===== config.mk =====
export PLATFORM = sky130hd
export DESIGN_NAME = tsms_ram
export DESIGN_NICKNAME = d
export VERILOG_FILES = /design/src/design/tsms_ram.sv
export SDC_FILE = /design/constraint.sdc
export NUM_CORES = 1
export LEC_CHECK = 0
export BUFFER_PORTS_ARGS = -buffer_cell sky130_fd_sc_hd__buf_2
export CORE_MARGIN = 3
export CORE_UTILIZATION = 48
export CTS_CLUSTER_DIAMETER = 40
export DETAILED_ROUTE_END_ITERATION = 6
export PLACE_DENSITY = 0.68
export SYNTH_ARGS = -nofsm -noshare
export SYNTH_HDL_FRONTEND = slang
export SYNTH_SLANG_ARGS = --single-unit

===== constraint.sdc =====
create_clock -name i_clk -period 2 [get_ports i_clk]
set_input_delay 0 -clock i_clk [delete_from_list [all_inputs] [get_ports i_clk]]
set_output_delay 0 -clock i_clk [all_outputs]
set_load 0.05 [all_outputs]

===== src/design/tsms_ram.sv =====
`default_nettype none

module tsms_ram #(
    parameter  int WIDTH  = 16,
    parameter  int DEPTH  = 16,
    localparam int ADDR_W = (DEPTH > 1) ? $clog2(DEPTH) : 1
) (
    input  wire logic              i_clk,
    input  wire logic              i_we,
    input  wire logic [ADDR_W-1:0] i_waddr,
    input  wire logic [WIDTH-1:0]  i_wdata,
    input  wire logic              i_re,
    input  wire logic [ADDR_W-1:0] i_raddr,
    output logic      [WIDTH-1:0]  o_rdata
);

    logic [WIDTH-1:0] r_mem [DEPTH];

    // One write port.
    always_ff @(posedge i_clk) begin
        if (i_we) begin
            r_mem[i_waddr] <= i_wdata;
        end
    end

    // One read port with registered data.
    always_ff @(posedge i_clk) begin
        if (i_re) begin
            o_rdata <= r_mem[i_raddr];
        end
    end

endmodule

`default_nettype wire


-- Word level (Yosys, flattened, before mapping)
Memory sizes are Yosys's and may differ from the RTL's. A register that Yosys moved wholly into a read port is not among the register bits.
Cells that the tools add are included.
Widths: inputs -> output; s select.
- flip-flop bits (word level): 0
- memory bits (writable): 256
- input port bits: 27
- output and inout port bits: 16
- word-level logic and storage cells: 3
- memories kept: 1
- muxes and demuxes: 2
- memories (memory ; words ; bits a word ; rd ports ; clocked after Yosys merged registers in ; wr ports ; line ; text):
    r_mem ; 16 ; 16 ; 1 ; 1 ; 1 ; 17 ; logic [WIDTH-1:0] r_mem [DEPTH];
- operator list (cell ; number):
    $mux 1 ; 2

-- Logic depth before layout (Yosys ltp)
- depth in word-level cells: 2
- depth in mapped cells: 5
- depth with buffers taken out: 3

-- Worst setup path after synthesis
Ideal clock, no wire load.
- path kind: input to register
- from: input port i_waddr[2]
- to: memory r_mem[0][0] (enable)
- library setup time: 0.409 ns
- arrival time: 1.646 ns
- data required time: 1.591 ns
- setup slack: -0.055 ns
- stages: 2
- buffers on the path: 0
- path through: or3b_2 > nor3_1
- RTL lines (element ; line ; text):
    start: declaration ; 10 ; input wire logic [ADDR_W-1:0] i_waddr,
    end: declaration ; 17 ;
No word-level cell before the write port.

==> run metrics <==
combinational share of power=5.1%; via count=around 5000; post-synthesis mux area share=between 10% and 20%; Fin Clk Skew=roughly 0.0094 ns; Setup Fix Bufs, Post-CTS=0; antenna violations before repair=0; Clock Power Share=46.8%; DP HPWL=10900 microns; Die W=152 microns; H-tree level count=2; total congestion overflow=0; Slew headroom=approximately three fifths; setup_tns=0 ns; diode count=0; sequential power share=between 40% and 50%; Synth cell types=18; Initial Util=49.6%; Post-Synth Simple-Gate Area=under 10%; Final setup viols=0; Wirelength per Cell=between 20 and 30 microns; largest family of logic cells by synthesized area=multiplexers; DR DRC count=0; WHS=just under 0.06 ns; I/O pin total=43; mapped cell area=10200 sq um; Ys Warns=0; CTS buffer count=35; placed cell areas=about 11000 sq um; WP data arrival=around 1.7 ns; PortBufs=between 40 and 50; P_leak=4.06 nW; RSZ-0062 raised after global routing=no; Tot GR Track Use=between 10% and 20%; Net Count, Synth=459; Routed WL=between 20000 and 25000 microns; sequential area share after synthesis=between 80 and 90%; CTS resizes=0; cell area after layout=12300 sq um; first-pass detailed-route iteration total=5; Final period util=just over 70%; clk slew on worst S/H paths=0.06 ns; Max Cap Viol=0; core area=approximately 20000 sq um; CP endpoint kind=register; fill count=between 1000 and 1500; Max Freq=about 700 MHz; Core Util, Final=between 50% and 60%; worst skew pair latency=0.49 ns; Die H=approximately 150 microns; switching power share of the total=about a fifth; Die ar.=around 23000 sq um; Power, Total=around 13 mW; Setup CP Type=reg -> reg; Post-Synth Adder-Cell Area=0%; area delta synth->final=20.3%; CP Launch Type=register; DRT iter0 DRCs=466; Switch Pwr=around 2.8 mW; max-slew violation count=0; Period minus WS final=roughly 1.4 ns; CTS Root Cell=clkbuf_16; pin count of the biggest net entering global routing=33; internal power=approximately 11 mW; pwr/cell area=1090 nW/um^2; # rows=52; Hold Crit Class=in -> reg; first-pass GRT wire length=approximately 33000 microns; number of synthesized register bits=about 270; status=completed; vias in the first global route=a little over 5000; critical path data required time=2.24 ns; fraction of layout cells with a size suffix above 1=35.1%; GPL Wtd Cong=about 0.72; XOR/XNOR Fraction of Synth Area=0%; DR vias/cell=between 5 and 6; CP max FO=1; VDD IR max=530 uV; final hold violation count=0; clk buf depth=3; worst-margin pin slew=0.605 ns; CTS tree=yes; Compound-Gate Fraction of Synth Area=2.35%; Final ANT Viol Nets=0; final net count=approximately 560; Clock Sinks=272; Post-Synthesis Cells=between 400 and 500; Avg Cell Area, Syn=23.6 sq um
[state kept, by name, summed over array words and instances (netlist names)]
name and cells:
o_rdata 16, r_mem 256
[critical path, stage by stage (launching register included)]
cell and delay [ns]:
edfxtp_1 0.39, mux4_2 0.50, a22oi_1 0.21, nand2_1 0.08
[synth_stat cells (all sizes together)]
| master | number | area, sq um |
|---|---|---|
| buf | 13 | 93.8 |
| or3b | 1 | 8.76 |
| nor3 | 4 | 20.0 |
| nand2b | 2 | 12.5 |
| nor2 | 13 | 48.8 |
| mux4 | 64 | 1480 |
| edfxtp | 272 | 8170 |
| and2 | 1 | 6.26 |
| nand2 | 17 | 63.8 |
| nand3b | 2 | 15.0 |
| clkbuf | 8 | 30.0 |
| nor2b | 2 | 12.5 |
| a22oi | 32 | 240 |
| nand3 | 1 | 5.00 |
[routing by layer]
| layer | part of all wire [%] | wire length (microns) | track usage, % | vias to the layer above |
|---|---|---|---|---|
| met3 | 6.9 | 1490 | 3.01 | 35 |
| met5 | 0 | 0 | 0 | - |
| met1 | 42 | 9020 | 28.1 | 2584 |
| li1 | - | - | - | 2058 |
| met2 | 49 | 10600 | 30.1 | 219 |
| met4 | 2.1 | 448 | 5.61 | 0 |
[stage by stage]
step,instances,setup WS (ns)
3_5_place_dp,749,0.364
3_3_place_gp,749,0.372
6_report,826,0.565
5_1_grt,826,0.488
2_1_floorplan,432,0.245
4_1_cts,826,0.554
[placed cells by master (no fill, tap or decap), drive strengths merged]
cell type    netlist  routed
dlygate4sd3        0      16
or3b               1       1
clkbuf             8      39
nor3               4       4
bufinv             0       4
and2               1       1
a22oi             32      32
buf               13      68
clkinvlp           0       3
mux4              64      64
nand2b             2       2
nand3              1       1
edfxtp           272     272
nand3b             2       2
inv                0       6
nand2             17      17
nor2              13      13
nor2b              2       2
clkinv             0       9
[kinds of logic (layout without fill, tap and decap cells)]
kind of cell / count (synthesis) / count (layout)
flip-flops: 272 / 272
multiplexers: 64 / 64
AND/OR/NAND/NOR: 43 / 43
AO/OA/AOI/OAI: 32 / 32
buffers and inverters: 21 / 145
[area by class of cell]
cell class	count	area, sq um	share of cell area, %
well taps	270	338	2.75
flip-flops and latches	272	8170	66.5
clock buffers	39	933	7.60
repair buffers	84	618	5.04
clock inverters	22	255	2.08
multi-input cells	139	1960	16.0
[power groups by stage]
stage               clock, mW  sequential [mW]  combinational, mW
floorplan                   0             6.67              0.312
detailed placement          0             6.58              0.663
CTS                      6.38             6.46              0.695
global placement            0             6.57              0.647
finish                   6.28             6.46              0.685
global route             6.62             6.47              0.737
[worst paths after layout]
path,start,endpoint,slack (ns),cells after the start
min,i_re,o_rdata[15]$_DFFE_PP_,0.06,1
max reg2reg,r_mem[11][0]$_DFFE_PP_,o_rdata[0]$_DFFE_PP_,0.56,3
min reg2reg,r_mem[15][7]$_DFFE_PP_,o_rdata[7]$_DFFE_PP_,0.75,3
max,r_mem[11][0]$_DFFE_PP_,o_rdata[0]$_DFFE_PP_,0.56,3
[repair_timing]
item	CTS	global route
endpoints found under the setup margin	0	0
hold buffers	16	0
hold endpoints to repair	256	0
Note: power is estimated with default switching activity, not from simulation.
