[src/design/tsms_pkg.sv]
`default_nettype none

package tsms_pkg;

    // Default sizes of the matrix and of the entry store.
    localparam int DEF_MAX_DIM     = 1024;
    localparam int DEF_MAX_ENTRIES = 4096;

    // Field widths of the stream words.
    localparam int ROW_W  = 10;
    localparam int COL_W  = 10;
    localparam int VAL_W  = 16;
    localparam int STAT_W = 2;

    // Input tdata: row, col, cell_value packed from bit 0, padded to 40 bits.
    localparam int S_TDATA_W = 40;
    localparam int M_TDATA_W = 16;
    localparam int M_TUSER_W = 3;

    // Row entry count saturates at this value.
    localparam int               LEN_W   = 11;
    localparam logic [LEN_W-1:0] LEN_MAX = 11'd2047;

    // Configuration registers.
    localparam int CNT_W      = 11;
    localparam int THR_W      = 16;
    localparam int CFG_IDX_W  = 2;
    localparam int CFG_DATA_W = 16;

    localparam logic [CFG_IDX_W-1:0] CFG_ROW_COUNT      = 2'd0;
    localparam logic [CFG_IDX_W-1:0] CFG_COL_COUNT      = 2'd1;
    localparam logic [CFG_IDX_W-1:0] CFG_KEEP_THRESHOLD = 2'd2;

    localparam logic [CNT_W-1:0] RST_ROW_COUNT      = 11'd1024;
    localparam logic [CNT_W-1:0] RST_COL_COUNT      = 11'd1024;
    localparam logic [THR_W-1:0] RST_KEEP_THRESHOLD = 16'd328;

    // Word kinds carried in the input tuser.
    localparam logic KIND_LOAD  = 1'b0;
    localparam logic KIND_QUERY = 1'b1;

    // Lookup status codes.
    typedef enum logic [STAT_W-1:0] {
        ST_HIT    = 2'd0,
        ST_ABSENT = 2'd1,
        ST_RANGE  = 2'd2
    } t_status;

    // Sequencer states.
    typedef enum logic [2:0] {
        S_IDLE,
        S_LOAD,
        S_QROW,
        S_QCMP,
        S_PUT
    } t_state;

    // Conditions reported by the datapath to the sequencer.
    typedef struct packed {
        logic accept;
        logic kind;
        logic row_stop;
        logic cmp_stop;
        logic out_free;
    } t_seq_stat;

    // Controls driven by the sequencer.
    typedef struct packed {
        logic ready;
        logic ld_commit;
        logic q_row;
        logic q_cmp;
        logic put;
    } t_seq_ctrl;

endpackage

`default_nettype wire

[src/design/tsms_seq.sv]
`default_nettype none

module tsms_seq (
    input  wire logic                i_clk,
    input  wire logic                i_rst_n,
    input  wire tsms_pkg::t_seq_stat i_stat,
    output tsms_pkg::t_seq_ctrl      o_ctrl,
    output tsms_pkg::t_state         o_state
);

    import tsms_pkg::*;

    t_state r_state;
    t_state n_state;

    // State register.
    always_ff @(posedge i_clk) begin
        if (!i_rst_n) begin
            r_state <= S_IDLE;
        end else begin
            r_state <= n_state;
        end
    end

    // Next state: a load commits and returns to idle, a query walks its row.
    always_comb begin
        n_state = r_state;
        case (r_state)
            S_IDLE: begin
                if (i_stat.accept) begin
                    n_state = (i_stat.kind == KIND_QUERY) ? S_QROW : S_LOAD;
                end
            end
            S_LOAD: begin
                n_state = S_IDLE;
            end
            S_QROW: begin
                n_state = i_stat.row_stop ? S_PUT : S_QCMP;
            end
            S_QCMP: begin
                if (i_stat.cmp_stop) begin
                    n_state = S_PUT;
                end
            end
            S_PUT: begin
                if (i_stat.out_free) begin
                    n_state = S_IDLE;
                end
            end
            default: begin
                n_state = S_IDLE;
            end
        endcase
    end

    // Controls decoded from the state.
    always_comb begin
        o_ctrl           = '0;
        o_ctrl.ready     = (r_state == S_IDLE);
        o_ctrl.ld_commit = (r_state == S_LOAD);
        o_ctrl.q_row     = (r_state == S_QROW);
        o_ctrl.q_cmp     = (r_state == S_QCMP);
        o_ctrl.put       = (r_state == S_PUT) && i_stat.out_free;
    end

    assign o_state = r_state;

endmodule

`default_nettype wire

[config.mk]
export PLATFORM = sky130hd
export DESIGN_NAME = tsms_seq
export DESIGN_NICKNAME = d
export VERILOG_FILES = /design/src/design/tsms_pkg.sv /design/src/design/tsms_seq.sv
export SDC_FILE = /design/constraint.sdc
export NUM_CORES = 1
export LEC_CHECK = 0
export ABC_AREA = 1
export BUFFER_PORTS_ARGS = -buffer_cell sky130_fd_sc_hd__buf_2
export CAP_MARGIN = 20
export CORE_AREA = 4 4 41 43
export DETAILED_ROUTE_END_ITERATION = 8
export DIE_AREA = 0 0 45 47
export PLACE_DENSITY = 0.42
export RECOVER_POWER = 25
export REMOVE_ABC_BUFFERS = 1
export SLEW_MARGIN = 20
export SYNTH_ARGS = -nofsm -noshare
export SYNTH_HDL_FRONTEND = slang
export SYNTH_SLANG_ARGS = --single-unit
[constraint.sdc]
create_clock -name i_clk -period 2.9 [get_ports i_clk]
set_input_delay 0.29 -clock i_clk [delete_from_list [all_inputs] [get_ports i_clk]]
set_output_delay 0.29 -clock i_clk [all_outputs]
set_load 0.02 [all_outputs]
# After elaboration in Yosys (flattened, before gate mapping)
# Index checks and enable logic that the tools add are counted.
# W data, S select, Z words.
# word_totals
wordCells	17
out_inout_bits	8
ff_bits	3
in_bits	7
# classes
n_eq_ne	7
n_mux	6
reduce_logical	3
# op_table
cell	n
$mux W3	4
$pmux W3 S4	1
$eq A3 B2 Y1 const B	2
$ne A2 B2 Y1 const B	3
$eq A3 B1 Y1 const B	1
$eq A3 B3 Y1 const B	1
$logic_not A3 Y1	1
$reduce_and A3 Y1	1
$mux W2	1
$logic_and A1 B1 Y1	1

# Logic depth before layout (Yosys ltp)
# Gate-level depths: netlist of run 1.
# logic_depth
word_depth	3
ltp_mapped	7
mapped_depth_nobuf	7

# Least setup slack after synthesis of run 1
# Ideal clock, no wire load.
# synth_path
path_kind	reg2out
start	register r_state[0] (netlist: o_state[0])
end	output o_ctrl[3] (netlist bit)
t_arrival_ns	1.037
path_stages_with_launch	3
required_ns	2.610
n_path_buf	0
setup_slack_ns	1.573
cell_sequence	dfxtp_1 inv_1 nor3_1
# synth_lines
element	line	source
start: declaration	tsms_seq.sv:13	t_state r_state;
start signal: assignment	tsms_seq.sv:21	r_state <= n_state;
end: declaration	tsms_seq.sv:7	output tsms_pkg::t_seq_ctrl o_ctrl,

==> results of run 1 <==
per-stage QoR:
step	cells	setup slack, ns	cell area, sq um	utilization
3_3_place_gp	68	1.70	303	0.233
5_1_grt	72	1.36	327	0.251
6_report	72	1.47	327	0.251
2_1_floorplan	39	1.57	214	-
3_5_place_dp	68	1.71	303	0.233
4_1_cts	72	1.46	329	0.253
cells by family after synthesis:
family                 share of synthesized area
AO/OA/AOI/OAI                             0.0585
AND/OR/NAND/NOR                            0.485
flip-flops                                 0.281
buffers and inverters                      0.175
cell usage in the layout, fill, tap and decap left out:
master    count
nand3_1       5
nand2_1      10
buf_2        12
nor2_1        7
nor3_2        1
dfxtp_1       3
o21ai_0       1
clkbuf_1      3
nor3_1        1
o21bai_1      1
clkbuf_4      3
inv_1        10
worst max-delay path: stages (launching register included):
cell,delay [ns]
dfxtp_1,0.34
nor2_1,0.24
nand2_1,0.09
nor2_1,0.08
buf_2,0.16
layer usage:
layer | GRT usage | up-vias | share of wire
met5 | 0 | - | 0
met4 | 0.0526 | 0 | 0
met3 | 0.0307 | 0 | 0.11
met2 | 0.0932 | 14 | 0.46
met1 | 0.0747 | 106 | 0.42
li1 | - | 151 | -
power by group:
part | switching [mW] | internal [mW] | total (mW)
Sequential | 0.0108 | 0.0491 | 0.0599
Clock | 0.0211 | 0.0515 | 0.0726
Combinational | 0.0683 | 0.0338 | 0.102
Total | 0.100 | 0.134 | 0.235
worst paths after layout:
kind,depth (start not counted),endpoint
worst min register to register,4,o_state[2]
worst min-delay path,3,o_state[2]
worst max register to register,6,o_state[2]
worst max-delay path,4,o_ctrl[0]
area by class of cell:
cell class | count | share of cell area
clock buffers | 4 | 0.0805
multi-input cells | 26 | 0.356
inverters | 10 | 0.115
repair buffers | 14 | 0.207
well taps | 15 | 0.0575
flip-flops and latches | 3 | 0.184
==> results.yml, run 1 <==
global_routing:
  grt_pass1_vias: 238
  gr-total-overflow: 0
  grt_pass1_wl_um: 952
  grt.total_usage: 0.0655
  antenna_found_initial: 0
  grt_max_degree: 8
place:
  dpl.hpwl_um: 499
  gp_congestion: 0.778
  io_buffers: 14
cts:
  clkLatencyLatePin_ns: 0.23
  clockBufferDepth: 2
  ctsResizeCount: 0
  holdBufCountCts: 0
  cts_buffers: 3
  cts_setup_buffers: 0
  cts_tree: "yes"
  root_buffer: "clkbuf_4"
  clkTransAtPathRegs_ns: 0.04
  htreeDepth: 1
  clkSinkCount: 3
logic_synthesis:
  synth-seq-cells: 3
  yosys-top-cells-count: "10 x inv_1, 10 x nand2_1, 7 x nor2_1"
  synth-async-reset-ratio: 0
  syn_area_per_cell_sq_um: 5.49
  synth_area_sq_um: 214
  netlist_instances: 39
  yosysWarnings: 0
  yosys-top-cells-area: "dfxtp_1 28%, inv_1 18%, nand2_1 18%"
  yosys.area.top_type: "dfxtp_1"
  synth_edf_count: 0
  ys_seq_area_frac: 0.281
  synth_top_area_frac: 0.281
  synth.distinct_cells: 9
  ys_dominant_reg_cell: "dfxtp_1"
sta:
  fin_crit_ns: 1.43
  setup_viol: 0
  rsz0062_at_grt: "false"
  timing.final.crit_share: 0.494
  hold_viol: 0
  worst_slew_pin_slew_ns: 0.273
  fmax_ghz: 0.697
  setup_tns_ns: 0
  holdWs_ns: 0.272
  slew_headroom: 0.819
  maxSlewViolCount: 0
  clock_skew_ns: 0.00169
power_and_ir_drop:
  power_mw: 0.235
  p_leak_nw: 0.208
  peakVddDrop_uv: 219
  powerDensity_mw_per_mm2: 718
run_status:
  status: "finished, final reports clean"
detailed_routing:
  drt_pass1_iterations: 4
  drt_iter0_drc: 3
  via_per_inst: 3.76
  vias: 271
  drt-total-wl_um: 604
  antenna_left: 0
  drc_errors: 0
  avgRoutedWirePerCell_um: 8.39
worst_hold_path:
  min-delay-start: "i_rst_n"
  worst_hold_path_type: "in -> reg"
floorplanning:
  die_x_um: 45
  fp.dieH_um: 47
  rows: 13
  dieArea_sq_mm: 0.00212
  io_pins: 15
  core_sq_mm: 0.00130
  start_util: 0.164
critical_path:
  critical_path.endpoint_type: "output port"
  regToRegStartpoint: "o_state[0]"
  cp_data_required_time_ns: 2.61
  crit_type: "reg -> out"
  cp-startpoint: "o_state[0]"
  cp_data_arrival_time_ns: 1.14
  cp_max_fo: 5
  r2r_slack_ns: 1.80
  start_kind: "register"
flow_run:
  maxCapViolCount: 0
final_layout:
  regArea_sq_um: 60.1
  drive_above_1_share: 0.281
  n_fill_cell: 158
  finalNetCount: 65
  multiInputGateArea_sq_um: 116
  largest_reg_flops: 3
  areaGrowthSynthToFinish_pct: 52.6
  antenna_cells: 0
Power figures use the tool's default switching activity.
==> run 2, diff against run 1 <==
clock period = 1.4 ns   (was 2.9 ns; I/O delays follow)
==> results.yml, run 2 (same netlist as run 1, synthesis figures left out) <==
power_and_ir_drop:
  p_leak_nw: 0.209
  peakVddDrop_uv: 379
  powerDensity_mw_per_mm2: 1510
  power_mw: 0.496
detailed_routing:
  via_per_inst: 3.74
  antenna_left: 0
  drt_pass1_iterations: 4
  avgRoutedWirePerCell_um: 8.46
  drc_errors: 0
  drt-total-wl_um: 609
  vias: 269
  drt_iter0_drc: 3
sta:
  worst_slew_pin_slew_ns: 0.252
  setup_tns_ns: 0
  fin_crit_ns: 1.25
  clock_skew_ns: 0.00494
  rsz0062_at_grt: "false"
  slew_headroom: 0.832
  fmax_ghz: 0.799
  hold_viol: 0
  setup_viol: 0
  maxSlewViolCount: 0
  worst_slack_ns: 0.149
  timing.final.crit_share: 0.893
cts:
  clkTransAtPathRegs_ns: 0.04
  cts_tree: "yes"
  clockBufferDepth: 2
  cts_setup_buffers: 0
  clkSinkCount: 3
  root_buffer: "clkbuf_4"
  holdBufCountCts: 0
  cts_buffers: 3
  clkLatencyLatePin_ns: 0.24
  htreeDepth: 1
  ctsResizeCount: 0
global_routing:
  grt.total_usage: 0.0664
  gr-total-overflow: 0
  grt_max_degree: 8
  antenna_found_initial: 0
  grt_pass1_vias: 242
  grt_pass1_wl_um: 959
final_layout:
  final_common_cell: "buf_2"
  finalNetCount: 65
  antenna_cells: 0
  mostFrequentLayoutCells: "12 x buf_2, 10 x inv_1, 10 x nand2_1, 6 x nor2_1, 5 x nand3_1"
  largest_reg_flops: 3
  utilization: 0.253
  areaGrowthSynthToFinish_pct: 53.8
  final_area_sq_um: 329
  drive_above_1_share: 0.298
worst_hold_path:
  worst_hold_path_type: "in -> reg"
  min_delay_path_depth: 3
  min-delay-start: "i_rst_n"
  min_to: "o_state[2]"
run_status:
  status: "finished, final reports clean"
critical_path:
  cp_data_required_time_ns: 1.26
  r2r_slack_ns: 0.34
  cp_max_fo: 5
  r2r_end: "o_state[1]"
  cp_data_arrival_time_ns: 1.11
  regToRegStartpoint: "o_state[2]"
  critical_path.endpoint_type: "output port"
  crit_type: "reg -> out"
  cp_slowest_cell: "dfxtp_1"
  rr_worst_depth: 5
  start_kind: "register"
  path_buf_inv: 2
  crit_family: "flip-flops"
  slowest_delay_ns: 0.36
  path_cells: "nor2_2 -> nand2_1 -> inv_1 -> buf_2"
place:
  place_ws_ns: 0.328
  io_buffers: 14
  postPlaceCellArea_sq_um: 303
  gp_congestion: 0.730
  dpl.hpwl_um: 506
floorplanning:
  core_sq_mm: 0.00130
  dieArea_sq_mm: 0.00212
  start_util: 0.164
  fp.dieH_um: 47
  rows: 13
  die_x_um: 45
  io_pins: 15
flow_run:
  maxCapViolCount: 0
-- run 2: metal layers --
metal  vias to the layer above  part of all wire  track usage
met1                       106              0.47       0.0750
met3                         2             0.084       0.0192
met4                         0             0.028       0.0877
met5                         -                 0            0
met2                        10              0.41       0.0876
li1                        151                 -            -
-- run 2: metrics by stage --
stage,instances,hold slack [ns]
floorplan,39,0.238
global placement,68,0.352
detailed placement,68,0.352
CTS,72,0.102
global route,72,0.111
finish,72,0.107
-- run 2: area by class of cell --
| type | instances | area, sq um |
|---|---|---|
| clock buffer | 4 | 26.3 |
| fill | 159 | 972 |
| inverter | 10 | 37.5 |
| multi-input combinational | 26 | 119 |
| sequential | 3 | 60.1 |
| tap | 15 | 18.8 |
| timing repair buffer | 14 | 67.6 |
-- run 2: worst min-delay path: stages --
cell and delay (ns):
buf_2 0.09, nand2_1 0.05, inv_1 0.04
-- run 2: power by group --
| group | switching [mW] | total [mW] | internal, mW |
|---|---|---|---|
| clock | 0.0477 | 0.155 | 0.107 |
| sequential | 0.0271 | 0.129 | 0.102 |
| combinational | 0.140 | 0.212 | 0.0717 |
-- run 2: worst max path at each step --
stage / start / to / slack [ns] / depth (start not counted)
final: o_state[0] / o_ctrl[4] / 0.15 / 4
after CTS: o_state[0] / o_ctrl[4] / 0.09 / 4
after floorplan: o_state[1] / o_state[2] / 0.08 / 7
after global placement: o_state[0] / o_state[2] / 0.34 / 6
after detailed placement: o_state[0] / o_state[1] / 0.33 / 5
after global routing: o_state[2] / o_ctrl[4] / 0.06 / 4
